## config.mk

```make
export PLATFORM = sky130hd
export DESIGN_NAME = compass_heading_hard_iron_cal_top
export DESIGN_NICKNAME = d
export VERILOG_FILES = /design/src/sv/chhic_pkg.sv /design/src/sv/chhic_front.sv /design/src/sv/chhic_queue.sv /design/src/sv/chhic_back.sv /design/src/sv/compass_heading_hard_iron_cal_top.sv
export VERILOG_INCLUDE_DIRS = /design/src /design/src/sv
export SDC_FILE = /design/constraint.sdc
export NUM_CORES = 1
export LEC_CHECK = 0
export BUFFER_PORTS_ARGS = -buffer_cell sky130_fd_sc_hd__clkbuf_2
export CELL_PAD_IN_SITES_DETAIL_PLACEMENT = 1
export CELL_PAD_IN_SITES_GLOBAL_PLACEMENT = 2
export CORE_AREA = 4 4 276 278
export CTS_CLUSTER_SIZE = 30
export DETAILED_ROUTE_END_ITERATION = 8
export DIE_AREA = 0 0 280 282
export GPL_TIMING_DRIVEN = 0
export PLACE_DENSITY_LB_ADDON = 0.1
export SETUP_SLACK_MARGIN = 0.15
export SYNTH_ARGS = -nofsm -noshare
export SYNTH_HDL_FRONTEND = slang
export SYNTH_SLANG_ARGS = --single-unit
```

## constraint.sdc

```tcl
create_clock -name clk -period 7.3 [get_ports clk]
set_clock_uncertainty 0.2 [all_clocks]
set_input_delay 1.095 -clock clk [delete_from_list [all_inputs] [get_ports clk]]
set_output_delay 1.095 -clock clk [all_outputs]
set_load 0.02 [all_outputs]
```

## src/sv/assert_macros.svh

```systemverilog
// Assertion macros shared by the RTL files.
`ifndef ASSERT_MACROS_SVH
`define ASSERT_MACROS_SVH

// Condition holds on every clock edge outside reset.
`define ASSERT_ALWAYS(lbl, expr, msg) \
  lbl: assert property (@(posedge clk) disable iff (rst) (expr)) else $error(msg);

// Consequent holds in the same cycle as the antecedent.
`define ASSERT_IMPL(lbl, ante, cons, msg) \
  lbl: assert property (@(posedge clk) disable iff (rst) (ante) |-> (cons)) else $error(msg);

// Consequent holds in the cycle after the antecedent.
`define ASSERT_NEXT(lbl, ante, cons, msg) \
  lbl: assert property (@(posedge clk) disable iff (rst) (ante) |=> (cons)) else $error(msg);

`endif

```

## src/sv/chhic_pkg.sv

```systemverilog
// Constants, arctangent table and state type for the compass heading block.
package chhic_pkg;

  localparam int LIMIT_W      = 13;
  localparam logic [LIMIT_W-1:0] LIMIT_RESET = 13'd500;
  localparam int CORDIC_STEPS = 16;
  localparam int STEP_W       = 4;
  localparam int PRESCALE     = 16;
  localparam int ANGLE_W      = 32;
  localparam logic [ANGLE_W-1:0] HALF_TURN = 32'h8000_0000;

  typedef enum logic [2:0] {
    BK_IDLE,
    BK_ROT,
    BK_MUL,
    BK_FIN,
    BK_OUT
  } back_state_t;

  // atan(2^-i) as a binary angle, full turn = 2^32
  function automatic logic [ANGLE_W-1:0] atan_lut(input logic [STEP_W-1:0] i);
    logic [ANGLE_W-1:0] v;
    case (i)
      4'd0:    v = 32'h2000_0000;
      4'd1:    v = 32'h12E4_051E;
      4'd2:    v = 32'h09FB_385B;
      4'd3:    v = 32'h0511_11D4;
      4'd4:    v = 32'h028B_0D43;
      4'd5:    v = 32'h0145_D7E1;
      4'd6:    v = 32'h00A2_F61E;
      4'd7:    v = 32'h0051_7C55;
      4'd8:    v = 32'h0028_BE53;
      4'd9:    v = 32'h0014_5F2F;
      4'd10:   v = 32'h000A_2F98;
      4'd11:   v = 32'h0005_17CC;
      4'd12:   v = 32'h0002_8BE6;
      4'd13:   v = 32'h0001_45F3;
      4'd14:   v = 32'h0000_A2FA;
      4'd15:   v = 32'h0000_517D;
      default: v = '0;
    endcase
    return v;
  endfunction

endpackage

```

## src/sv/chhic_front.sv

```systemverilog
// Front end: takes samples, filters calibration data, keeps extremes, centers read samples.
module chhic_front #(
  parameter int SAMPLE_WIDTH = 12
) (
  input  logic                                clk,
  input  logic                                rst,
  input  logic                                s_tvalid,
  output logic                                s_tready,
  input  logic                                cmd,
  input  logic signed [SAMPLE_WIDTH-1:0]      sample_x,
  input  logic signed [SAMPLE_WIDTH-1:0]      sample_y,
  input  logic signed [SAMPLE_WIDTH-1:0]      sample_z,
  input  logic                                cfg_valid,
  output logic                                cfg_ready,
  input  logic [chhic_pkg::LIMIT_W-1:0]       cfg_data,
  output logic                                q_push,
  input  logic                                q_ready,
  output logic                                q_cmd,
  output logic                                q_acc,
  output logic signed [SAMPLE_WIDTH+1:0]      q_dx,
  output logic signed [SAMPLE_WIDTH+1:0]      q_dy
);
  import chhic_pkg::*;

  localparam int DW = SAMPLE_WIDTH + 2;
  localparam int CW = ((SAMPLE_WIDTH + 1 > LIMIT_W) ? SAMPLE_WIDTH + 1 : LIMIT_W) + 1;

  logic [LIMIT_W-1:0]            reject_limit;
  logic signed [SAMPLE_WIDTH-1:0] x_high, x_low, y_high, y_low;
  logic signed [CW-1:0]          ex, ey, ez, ax, ay, az, lim;
  logic                          pass;

  assign cfg_ready = 1'b1;
  assign s_tready  = q_ready;
  assign q_push    = s_tvalid && q_ready;

  always_comb begin
    ex   = CW'(sample_x);
    ey   = CW'(sample_y);
    ez   = CW'(sample_z);
    ax   = ex[CW-1] ? -ex : ex;
    ay   = ey[CW-1] ? -ey : ey;
    az   = ez[CW-1] ? -ez : ez;
    lim  = CW'({1'b0, reject_limit});
    pass = (ax < lim) && (ay < lim) && (az < lim);
  end

  assign q_cmd = cmd;
  assign q_acc = !cmd && pass;
  // half-count offsets: 2*s - (high + low)
  assign q_dx  = (DW'(sample_x) <<< 1) - (DW'(x_high) + DW'(x_low));
  assign q_dy  = (DW'(sample_y) <<< 1) - (DW'(y_high) + DW'(y_low));

  always_ff @(posedge clk) begin
    if (rst) begin
      reject_limit <= LIMIT_RESET;
      x_high       <= '0;
      x_low        <= '0;
      y_high       <= '0;
      y_low        <= '0;
    end else begin
      if (cfg_valid) begin
        reject_limit <= cfg_data;
      end
      if (q_push && q_acc) begin
        if (sample_x > x_high) x_high <= sample_x;
        if (sample_x < x_low)  x_low  <= sample_x;
        if (sample_y > y_high) y_high <= sample_y;
        if (sample_y < y_low)  y_low  <= sample_y;
      end
    end
  end

endmodule

```

## src/sv/chhic_queue.sv

```systemverilog
// Small register queue between the front end and the heading engine.
module chhic_queue #(
  parameter int WIDTH = 8
) (
  input  logic             clk,
  input  logic             rst,
  input  logic             push,
  input  logic [WIDTH-1:0] wdata,
  output logic             ready,
  input  logic             pop,
  output logic             valid,
  output logic [WIDTH-1:0] rdata
);
  import chhic_pkg::*;

  localparam int DEPTH = 2;
  localparam int PW    = $clog2(DEPTH);
  localparam int CNTW  = $clog2(DEPTH + 1);

  logic [WIDTH-1:0] mem [DEPTH];
  logic [PW-1:0]    wr_ptr, rd_ptr;
  logic [CNTW-1:0]  count;

  assign ready = (count != CNTW'(DEPTH));
  assign valid = (count != '0);
  assign rdata = mem[rd_ptr];

  always_ff @(posedge clk) begin
    if (push) begin
      mem[wr_ptr] <= wdata;
    end
  end

  always_ff @(posedge clk) begin
    if (rst) begin
      wr_ptr <= '0;
      rd_ptr <= '0;
      count  <= '0;
    end else begin
      if (push) wr_ptr <= (wr_ptr == PW'(DEPTH - 1)) ? '0 : wr_ptr + 1'b1;
      if (pop)  rd_ptr <= (rd_ptr == PW'(DEPTH - 1)) ? '0 : rd_ptr + 1'b1;
      if (push && !pop)      count <= count + 1'b1;
      else if (pop && !push) count <= count - 1'b1;
    end
  end

`include "assert_macros.svh"
  `ASSERT_ALWAYS(a_q_count_bound, count <= CNTW'(DEPTH), "queue count above depth")
  `ASSERT_IMPL(a_q_no_underflow, pop, count != '0, "pop from empty queue")
  `ASSERT_NEXT(a_q_fill, push && !pop, count == $past(count) + 1'b1, "queue count lost a push")

endmodule

```

## src/sv/chhic_back.sv

```systemverilog
// Heading engine: iterative CORDIC vectoring, scaling to degrees, output register.
module chhic_back #(
  parameter int SAMPLE_WIDTH      = 12,
  parameter int HEADING_FRAC_BITS = 6
) (
  input  logic                                      clk,
  input  logic                                      rst,
  input  logic                                      q_valid,
  output logic                                      q_pop,
  input  logic                                      q_cmd,
  input  logic                                      q_acc,
  input  logic signed [SAMPLE_WIDTH+1:0]            q_dx,
  input  logic signed [SAMPLE_WIDTH+1:0]            q_dy,
  output logic                                      m_tvalid,
  input  logic                                      m_tready,
  output logic [$clog2(360*(2**HEADING_FRAC_BITS))-1:0] heading,
  output logic                                      accepted
);
  import chhic_pkg::*;

  localparam int XW     = SAMPLE_WIDTH + 20;
  localparam int FULL_I = 360 * (2 ** HEADING_FRAC_BITS);
  localparam int HW     = $clog2(FULL_I);
  localparam int PW     = ANGLE_W + HW;

  back_state_t          state, state_next;
  logic signed [XW-1:0] x, y, x0, y0, xs, ys, x_rot, y_rot;
  logic [ANGLE_W-1:0]   angle, angle_rot;
  logic [STEP_W-1:0]    step;
  logic [PW-1:0]        prod, rounded;
  logic [HW-1:0]        h_raw;
  logic                 nonzero;

  assign q_pop    = (state == BK_IDLE) && q_valid;
  assign m_tvalid = (state == BK_OUT);
  assign nonzero  = (q_dx != '0) || (q_dy != '0);
  assign x0       = XW'(q_dx) <<< PRESCALE;
  assign y0       = XW'(q_dy) <<< PRESCALE;

  always_comb begin
    xs = x >>> step;
    ys = y >>> step;
    if (!y[XW-1]) begin
      x_rot     = x + ys;
      y_rot     = y - xs;
      angle_rot = angle + atan_lut(step);
    end else begin
      x_rot     = x - ys;
      y_rot     = y + xs;
      angle_rot = angle - atan_lut(step);
    end
  end

  // round to nearest step of the output scale
  assign rounded = prod + (PW'(1) << (ANGLE_W - 1));
  assign h_raw   = rounded[PW-1:ANGLE_W];

  always_ff @(posedge clk) begin
    if (rst) begin
      state <= BK_IDLE;
    end else begin
      state <= state_next;
    end
  end

  always_comb begin
    state_next = state;
    case (state)
      BK_IDLE: if (q_valid) state_next = (q_cmd && nonzero) ? BK_ROT : BK_OUT;
      BK_ROT:  if (step == STEP_W'(CORDIC_STEPS - 1)) state_next = BK_MUL;
      BK_MUL:  state_next = BK_FIN;
      BK_FIN:  state_next = BK_OUT;
      BK_OUT:  if (m_tready) state_next = BK_IDLE;
      default: state_next = BK_IDLE;
    endcase
  end

  always_ff @(posedge clk) begin
    case (state)
      BK_IDLE: begin
        if (q_valid) begin
          accepted <= q_acc;
          heading  <= '0;
          step     <= '0;
          // left half plane: rotate by a half turn first
          x        <= x0[XW-1] ? -x0 : x0;
          y        <= x0[XW-1] ? -y0 : y0;
          angle    <= x0[XW-1] ? HALF_TURN : '0;
        end
      end
      BK_ROT: begin
        x     <= x_rot;
        y     <= y_rot;
        angle <= angle_rot;
        step  <= step + 1'b1;
      end
      BK_MUL:  prod    <= PW'(angle) * PW'(FULL_I);
      BK_FIN:  heading <= (h_raw >= HW'(FULL_I)) ? '0 : h_raw;
      default: ;
    endcase
  end

`include "assert_macros.svh"
  `ASSERT_IMPL(a_bk_range, m_tvalid, heading < HW'(FULL_I), "heading out of range")
  `ASSERT_IMPL(a_bk_acc_zero, m_tvalid && accepted, heading == '0,
               "accepted calibration item with nonzero heading")
  `ASSERT_IMPL(a_bk_step, state == BK_ROT && $past(state) == BK_ROT,
               step == $past(step) + 1'b1, "CORDIC step counter skipped")

endmodule

```

## src/sv/compass_heading_hard_iron_cal_top.sv

```systemverilog
// Top level of the compass heading block with hard-iron calibration.
//
//  channel  | group               | contents
//  ---------+---------------------+-------------------------------------------
//  input    | s_tvalid/s_tready   | tdata: sample_x, sample_y, sample_z; tuser: cmd
//  output   | m_tvalid/m_tready   | tdata: heading; tuser: accepted
//  config   | cfg_valid/cfg_ready | cfg_data: reject_limit
//
// In the heading engine a read request with a nonzero offset goes through a load,
// 16 CORDIC iterations of the shared shift-add unit, one multiply, one rounding and
// one output step. A calibration request or a zero-offset read goes from the load
// straight to the output. The front end accepts one request per cycle while the
// two-entry queue has room. Reset clears extremes to zero and reject_limit to 500.
// The output holds its result until m_tready.
module compass_heading_hard_iron_cal_top #(
  parameter int SAMPLE_WIDTH      = 12,
  parameter int HEADING_FRAC_BITS = 6
) (
  input  logic                                 clk,
  input  logic                                 rst,
  input  logic                                 s_tvalid,
  output logic                                 s_tready,
  // sample_x, sample_y, sample_z, zero fill
  input  logic [((3*SAMPLE_WIDTH+7)/8)*8-1:0]  s_tdata,
  // cmd
  input  logic                                 s_tuser,
  output logic                                 m_tvalid,
  input  logic                                 m_tready,
  // heading, zero fill
  output logic [(($clog2(360*(2**HEADING_FRAC_BITS))+7)/8)*8-1:0] m_tdata,
  // accepted
  output logic                                 m_tuser,
  input  logic                                 cfg_valid,
  output logic                                 cfg_ready,
  input  logic [chhic_pkg::LIMIT_W-1:0]        cfg_data
);
  import chhic_pkg::*;

  localparam int DW     = SAMPLE_WIDTH + 2;
  localparam int QW     = 2 + 2 * DW;
  localparam int HW     = $clog2(360 * (2 ** HEADING_FRAC_BITS));
  localparam int OUT_TW = ((HW + 7) / 8) * 8;

  logic                 f_push, f_ready, f_cmd, f_acc;
  logic signed [DW-1:0] f_dx, f_dy;
  logic                 b_valid, b_pop;
  logic [QW-1:0]        b_data;
  logic [HW-1:0]        heading;

  chhic_front #(
    .SAMPLE_WIDTH(SAMPLE_WIDTH)
  ) u_front (
    .clk       (clk),
    .rst       (rst),
    .s_tvalid  (s_tvalid),
    .s_tready  (s_tready),
    .cmd       (s_tuser),
    .sample_x  (s_tdata[SAMPLE_WIDTH-1:0]),
    .sample_y  (s_tdata[2*SAMPLE_WIDTH-1:SAMPLE_WIDTH]),
    .sample_z  (s_tdata[3*SAMPLE_WIDTH-1:2*SAMPLE_WIDTH]),
    .cfg_valid (cfg_valid),
    .cfg_ready (cfg_ready),
    .cfg_data  (cfg_data),
    .q_push    (f_push),
    .q_ready   (f_ready),
    .q_cmd     (f_cmd),
    .q_acc     (f_acc),
    .q_dx      (f_dx),
    .q_dy      (f_dy)
  );

  chhic_queue #(
    .WIDTH(QW)
  ) u_queue (
    .clk   (clk),
    .rst   (rst),
    .push  (f_push),
    .wdata ({f_cmd, f_acc, f_dx, f_dy}),
    .ready (f_ready),
    .pop   (b_pop),
    .valid (b_valid),
    .rdata (b_data)
  );

  chhic_back #(
    .SAMPLE_WIDTH      (SAMPLE_WIDTH),
    .HEADING_FRAC_BITS (HEADING_FRAC_BITS)
  ) u_back (
    .clk      (clk),
    .rst      (rst),
    .q_valid  (b_valid),
    .q_pop    (b_pop),
    .q_cmd    (b_data[QW-1]),
    .q_acc    (b_data[QW-2]),
    .q_dx     (b_data[2*DW-1:DW]),
    .q_dy     (b_data[DW-1:0]),
    .m_tvalid (m_tvalid),
    .m_tready (m_tready),
    .heading  (heading),
    .accepted (m_tuser)
  );

  assign m_tdata = OUT_TW'(heading);

endmodule
```

# --- Word level (Yosys, flattened, before mapping) ---
# Memories as Yosys holds them, arrays and structs flattened. A register that Yosys moved wholly into a read port is not among the register bits.
# Index checks and enable logic that the tools add are counted.
totals:
  regBits: 222
  ramBits: 60
  romBits: 960
  input_bits: 59
  out_inout_bits: 20
  wordCells: 125
  memories: 3
op_classes:
  add_sub_neg: 21
  multipliers: 1
  magnitude_cmp: 8
  eq_ne: 9
  shifts: 2
  n_mux: 37
  n_reduce_logical: 28
memory_table:
  columns: ["memory", "words", "width", "read_ports", "rd_clocked_by_memory_dff", "wr", "line", "text"]
  rows:
  - ["(no name shown)", 16, 30, 1, 1, 0, "chhic_pkg.sv:23", "case (i)"]
  - ["(no name shown)", 16, 30, 1, 1, 0, "chhic_pkg.sv:23", null]
  - ["u_queue.mem", 2, 30, 1, 1, 1, "chhic_queue.sv:20", "logic [WIDTH-1:0] mem [DEPTH];"]
op_table:
  columns: ["operator", "n"]
  rows:
  - ["$mux 32", 11]
  - ["$pmux 32 s2", 3]
  - ["$add 32x32->32", 3]
  - ["$sub 32x32->32", 3]
  - ["$neg 30->32", 2]
  - ["$sshr 32x4->32", 2]
  - ["$add 47x32->47 const B", 1]
  - ["$lt 14x14->1", 3]
  - ["$mux 14", 3]
  - ["$neg 12->14", 3]
  - ["$mul 32x6->38 const B", 1]
  - ["$mux 15", 2]
  - ["$pmux 15 s2", 1]
  - ["$reduce_bool 14->1", 2]
  - ["$sub 13x13->14", 2]
  - ["$add 12x12->13", 2]
  - ["$gt 12x12->1", 2]
  - ["$lt 12x12->1", 2]
  - ["$ge 15x15->1 const B", 1]
  - ["$pmux 3 s5", 1]
  - ["$reduce_and 2->1", 7]
  - ["$mux 3", 4]
  - ["$mux 4", 3]
  - ["$logic_and 1x1->1", 9]
  - ["other kinds (18)", 33]

# --- Depth between registers and ports, before layout ---
logic_depth:
  depth_word: 8
  depth_mapped: 27

# --- Modules after synthesis ---
# A second synthesis with hierarchy kept.
unflattened:
  hier_cells: 3176
  area_unflattened_um2: 28870.2
by_module_without_submodules:
  columns: ["module", "instances", "cells_per_inst", "area_each_um2", "seq_area_each_um2"]
  rows:
  - ["chhic_back", 1, 2231, 19743.9, 4624.4]
  - ["chhic_front", 1, 828, 6752.7, 1221.2]
  - ["chhic_queue", 1, 115, 2362.3, 1901.8]
  - ["compass_heading_hard_iron_cal_top", 1, 2, 11.3, 0.0]

# --- Worst setup path before layout ---
# No wires, ideal clock.
synth_timing:
  path_type: "flip-flop to flip-flop"
  start: "register u_back.step[3]"
  end: "register u_back.x[28] (data pin)"
  setup_time_ns: 0.271
  arrival_ns: 5.664
  required_time_ns: 6.829
  path_slack_ns: 1.165
  stages_incl_launch_ff: 27
  n_path_buf: 8
  period_less_slack_ns: 6.135
  cell_sequence: "edfxtp_1 > clkbuf_1 > clkbuf_1 > clkbuf_1 > clkbuf_1 > clkbuf_1 > clkbuf_1 > clkbuf_1 > clkbuf_1 > o21ai_0 > ha_1 > and2_1 > and4bb_2 > and2_1 > nor2_1 > xor2_1 > ha_1 > inv_1 > nor2_1 > a21o_1 > a2111o_1 > a211oi_1 > nor2_1 > a21o_1 > o2111a_1 > a41oi_1 > o211ai_1"
synth_via:
  elab_chain_len: 4
  elab_cells_between_ends: 5
  classes_between: "add/sub: 2; shift: 1; mux: 2"
synth_rtl:
  columns: ["item", "line", "text"]
  rows:
  - ["start: declaration", "chhic_back.sv:29", "logic [STEP_W-1:0] step;"]
  - ["start signal: assignment", "chhic_back.sv:95", "step <= step + 1'b1;"]
  - ["$sshr 32x4->32 (*)", "chhic_back.sv:42", "ys = y >>> step;"]
  - ["$add 32x32->32 or $sub 32x32->32 (tied branches)", "chhic_back.sv:44, chhic_back.sv:48", null]
  - ["$mux 32 (*)", "chhic_back.sv:43", "if (!y[XW-1]) begin"]
  - ["$pmux 32 s2 (*)", "chhic_back.sv:79", "case (state)"]
  - ["end signal: assignment", "chhic_back.sv:86", "x <= x0[XW-1] ? -x0 : x0;"]
  - ["end signal: assignment", "chhic_back.sv:92", "x <= x_rot;"]
  - ["end: declaration", "chhic_back.sv:27", "logic signed [XW-1:0] x, y, x0, y0, xs, ys, x_rot, y_rot;"]
# Every way passes the cells marked *; elsewhere a longest branch is shown, timed or not.
# A chain may end at the register's enable or synchronous reset.

# --- Worst setup path after layout ---
layout_timing:
  start: "register u_back.step[1]"
  end: "register u_back.y[30] (data pin)"
layout_via:
  elab_chain_len: 4
  elab_cells_between_ends: 5
  classes_between: "add/sub: 2; shift: 1; mux: 2"
layout_rtl:
  columns: ["item", "line", "text"]
  rows:
  - ["$sshr 32x4->32 (*)", "chhic_back.sv:41", "xs = x >>> step;"]
  - ["$sub 32x32->32 or $add 32x32->32 (tied branches)", "chhic_back.sv:45, chhic_back.sv:49", null]
  - ["$mux 32 (*)", "chhic_back.sv:43", null]
  - ["$pmux 32 s2 (*)", "chhic_back.sv:79", null]
  - ["end signal: assignment", "chhic_back.sv:87", "y <= x0[XW-1] ? -y0 : y0;"]
  - ["end signal: assignment", "chhic_back.sv:93", "y <= y_rot;"]
  - ["end: declaration", "chhic_back.sv:27", null]
# Marked as above.

==> flow_metrics.env <==
export IMPL_drt_wl_total_mm=106
export IMPL_final_nets=3842
export IMPL_final_cell_count_no_fill=4399
export IMPL_syn_to_final_growth_pct=10.6
export IMPL_drt_iter0_drc=1670
export IMPL_grt_pass1_wl_mm=163
export IMPL_ys_warn_count=0
export IMPL_grt_usage_pct=26.6
export IMPL_numCtsBuffers=40
export IMPL_hold_viol=0
export IMPL_n_antenna_cell=0
export IMPL_ys_top_cells_by_area="edfxtp_1 20%, ha_1 13%, dfxtp_1 6.8%"
export IMPL_cap_violations=0
export IMPL_met2_length_mm=49.3
export IMPL_crit_slowest_cell="o31ai_1"
export IMPL_clk_pin_slew_ps=70
export IMPL_grt_max_degree=54
export IMPL_synth_main_ff_cell="edfxtp_1"
export IMPL_worst_path_stages=20
export IMPL_hp_class="reg -> reg"
export IMPL_critPathLaunchType="flop"
export IMPL_synthDominantCellAreaShare_pct=19.7
export IMPL_rrSetupSlack_ps=410
export IMPL_clk_latency_ps=580
export IMPL_path_class="reg -> reg"
export IMPL_setup_viol_count_final=0
export IMPL_initial_utilization_pct=39.6
export IMPL_cts_root_buf="clkbuf_16"
export IMPL_fp_dieH_microns=282
export IMPL_h_tree_depth=2
export IMPL_drc=0
export IMPL_report_final_slew_viol_count=0
export IMPL_ff2ff_path_depth=20
export IMPL_vias=25500
export IMPL_nFillCells=8545
export IMPL_wl_met1_mm=48.5
export IMPL_drive_gt1_share_pct=9.53
export IMPL_min_period_ps=6890
export IMPL_cts_tree="done"
export IMPL_cpPeakStageDelay_ps=760
export IMPL_num_rows=100
export IMPL_cts_sinks=291
export IMPL_vias_per_cell=5.81
export IMPL_ios=79
export IMPL_die_w_microns=280
export IMPL_grt_overflow_total=0
export IMPL_async_flop_share_pct=0
export IMPL_ys_seq_area_share_pct=26.4
export IMPL_core_sq_mm=0.0739
export IMPL_antenna_found_initial=3
export IMPL_numPortBuffers=70
export IMPL_period_share_pct=94.3
export IMPL_end_kind="flop"
export IMPL_setup_tns_ps=0
export IMPL_netlist_area_sq_mm=0.0293
export IMPL_crit_buf_inv=2
export IMPL_synth_most_common_cell="ha_1"
export IMPL_grt_pass1_vias=26500
export IMPL_ant_nets=0
export IMPL_synth_edff_count=192
export IMPL_cpMostUsedCell="o21ai_0"
export IMPL_worst_pin_slew_ps=1310
export IMPL_dpl_cell_count=4325
export IMPL_wl_per_cell_microns=24.2
export IMPL_ys_ff_latch=291
export IMPL_max_freq_ghz=0.145
export IMPL_dr_wl_met3_mm=4.66
export IMPL_slew_headroom_pct=12.9
export IMPL_syn_inst=3280
export IMPL_path_cells="buf_6, clkdlybuf4s15_1, mux2_2, o22ai_1, o21ai_0, o31ai_1, nand2_1, nor2_1, nor2_1, xnor2_1, ha_1, or4_1, a21oi_1, o21a_1, o211ai_1, a31oi_1, o21ai_0, a41oi_1, xor2_1, o21ai_0"
export IMPL_crit_family="compound AO/OA/AOI/OAI gates"
export IMPL_grt_setup_unrepaired="false"
export IMPL_synth_top_area_cell="edfxtp_1"
export IMPL_crit_fanout=10
export IMPL_synth_distinct_cells=90
export IMPL_dieArea_sq_mm=0.0790
export IMPL_worstPathArrival_ps=6990
export IMPL_first_pass_iters=5
export IMPL_gp_congestion=0.941
export IMPL_clockBufferDepth=3
export IMPL_hpwl_mm=85.4
export IMPL_crit_required_ps=7410
export IMPL_dr_max_layer_used="met4"
export IMPL_ys_top_cells_by_count="300 x ha_1, 282 x nor2_1, 263 x a21oi_1"
export IMPL_hold_depth=2
export IMPL_syn_avg_cell_area_sq_um=8.93
export IMPL_final_util_pct=43.8
export IMPL_status="complete, no violations"
-- worst paths after layout --
path,from,end
setup / recovery,u_back.step[1]$_DFFE_PP_,u_back.y[30]$_DFFE_PP_
hold / removal,u_front.x_high[5]$_SDFFE_PP0P_,u_front.x_high[5]$_SDFFE_PP0P_
setup reg to reg,u_back.step[1]$_DFFE_PP_,u_back.y[30]$_DFFE_PP_
hold reg to reg,u_front.x_high[5]$_SDFFE_PP0P_,u_front.x_high[5]$_SDFFE_PP0P_
-- cells by family (layout without fill, tap and decap cells) --
group                      count (synthesis)  after routing  synth area share, %
DFF                                      291            291                 26.4
and+or+nand+nor                          888            888                 14.5
AOI/OAI and AO/OA                        851            851                 17.9
other                                      2              5               0.0256
muxes                                    210            210                 9.47
buffers and inverters                    401            548                 5.56
xor gates and xnor gates                 253            253                 7.56
adders and majority gates                384            384                 18.6
-- placed cells by master (no fill, tap or decap), types with 28 or more instances in the layout --
| cell | netlist | routed |
|---|---|---|
| o211ai_1 | 28 | 28 |
| a21o_1 | 81 | 81 |
| xnor2_1 | 159 | 159 |
| o21ai_0 | 231 | 229 |
| xor2_1 | 94 | 94 |
| inv_1 | 259 | 258 |
| fa_1 | 84 | 84 |
| clkbuf_16 | 0 | 43 |
| clkbuf_2 | 0 | 78 |
| edfxtp_1 | 192 | 192 |
| o21a_1 | 30 | 30 |
| ha_1 | 300 | 300 |
| mux4_2 | 50 | 50 |
| nor3_1 | 68 | 67 |
| nand3_1 | 87 | 87 |
| a31oi_1 | 35 | 35 |
| clkbuf_1 | 93 | 76 |
| nand2_1 | 211 | 211 |
| nor2_1 | 282 | 281 |
| a21oi_1 | 263 | 262 |
| mux2i_1 | 123 | 123 |
| nand2b_1 | 43 | 43 |
| mux2_2 | 37 | 37 |
| dfxtp_1 | 99 | 99 |
-- routing by layer --
layer	global-route usage (%)	up-vias
met4	8.68	0
met5	0	-
li1	-	12100
met1	36.0	12700
met3	3.15	171
met2	44.4	573
-- worst reg2reg max path, cell delays in order (launching register included) --
cell and delay [ps]:
edfxtp_1 420, buf_6 160, clkdlybuf4s15_1 650, mux2_2 570
o22ai_1 260, o21ai_0 180, o31ai_1 760, nand2_1 120
nor2_1 160, nor2_1 70, xnor2_1 190, ha_1 250
or4_1 540, a21oi_1 340, o21a_1 300, o211ai_1 150
a31oi_1 360, o21ai_0 250, a41oi_1 390, xor2_1 200
o21ai_0 110
-- final cells by class --
class                   count  area, sq um  share of cell area [%]
multi-input cells        2591        20000                    61.8
plain buffers             139          708                    2.19
clock buffers              46         1110                    3.42
inverters                 262          992                    3.06
clock inverters            27          211                   0.653
flip-flops and latches    291         7750                    23.9
well taps                 969         1210                    3.74
repair buffers             74          412                    1.27
-- repair_timing --
action | in CTS | in global routing
endpoints found under the setup margin | 44 | 23
resized for setup | 21 | 39
hold buffers | 0 | 0
hold endpoints to repair | 0 | 0
gates cloned | 0 | 0
pin swaps | 0 | 1
buffers inserted | 0 | 1
-- through the flow --
stage                     hold WS [ps]  setup slack, ps  cell area (sq um)
after floorplan                    254             1170              29300
after global placement             263            -1670              30900
after detailed placement           271            -1600              31000
after CTS                          278              103              32300
after global routing               292              163              32400
final                              278              415              32400
Power is not shown: default switching activity piles up to over one toggle a cycle in this logic, so the estimate is an artifact.
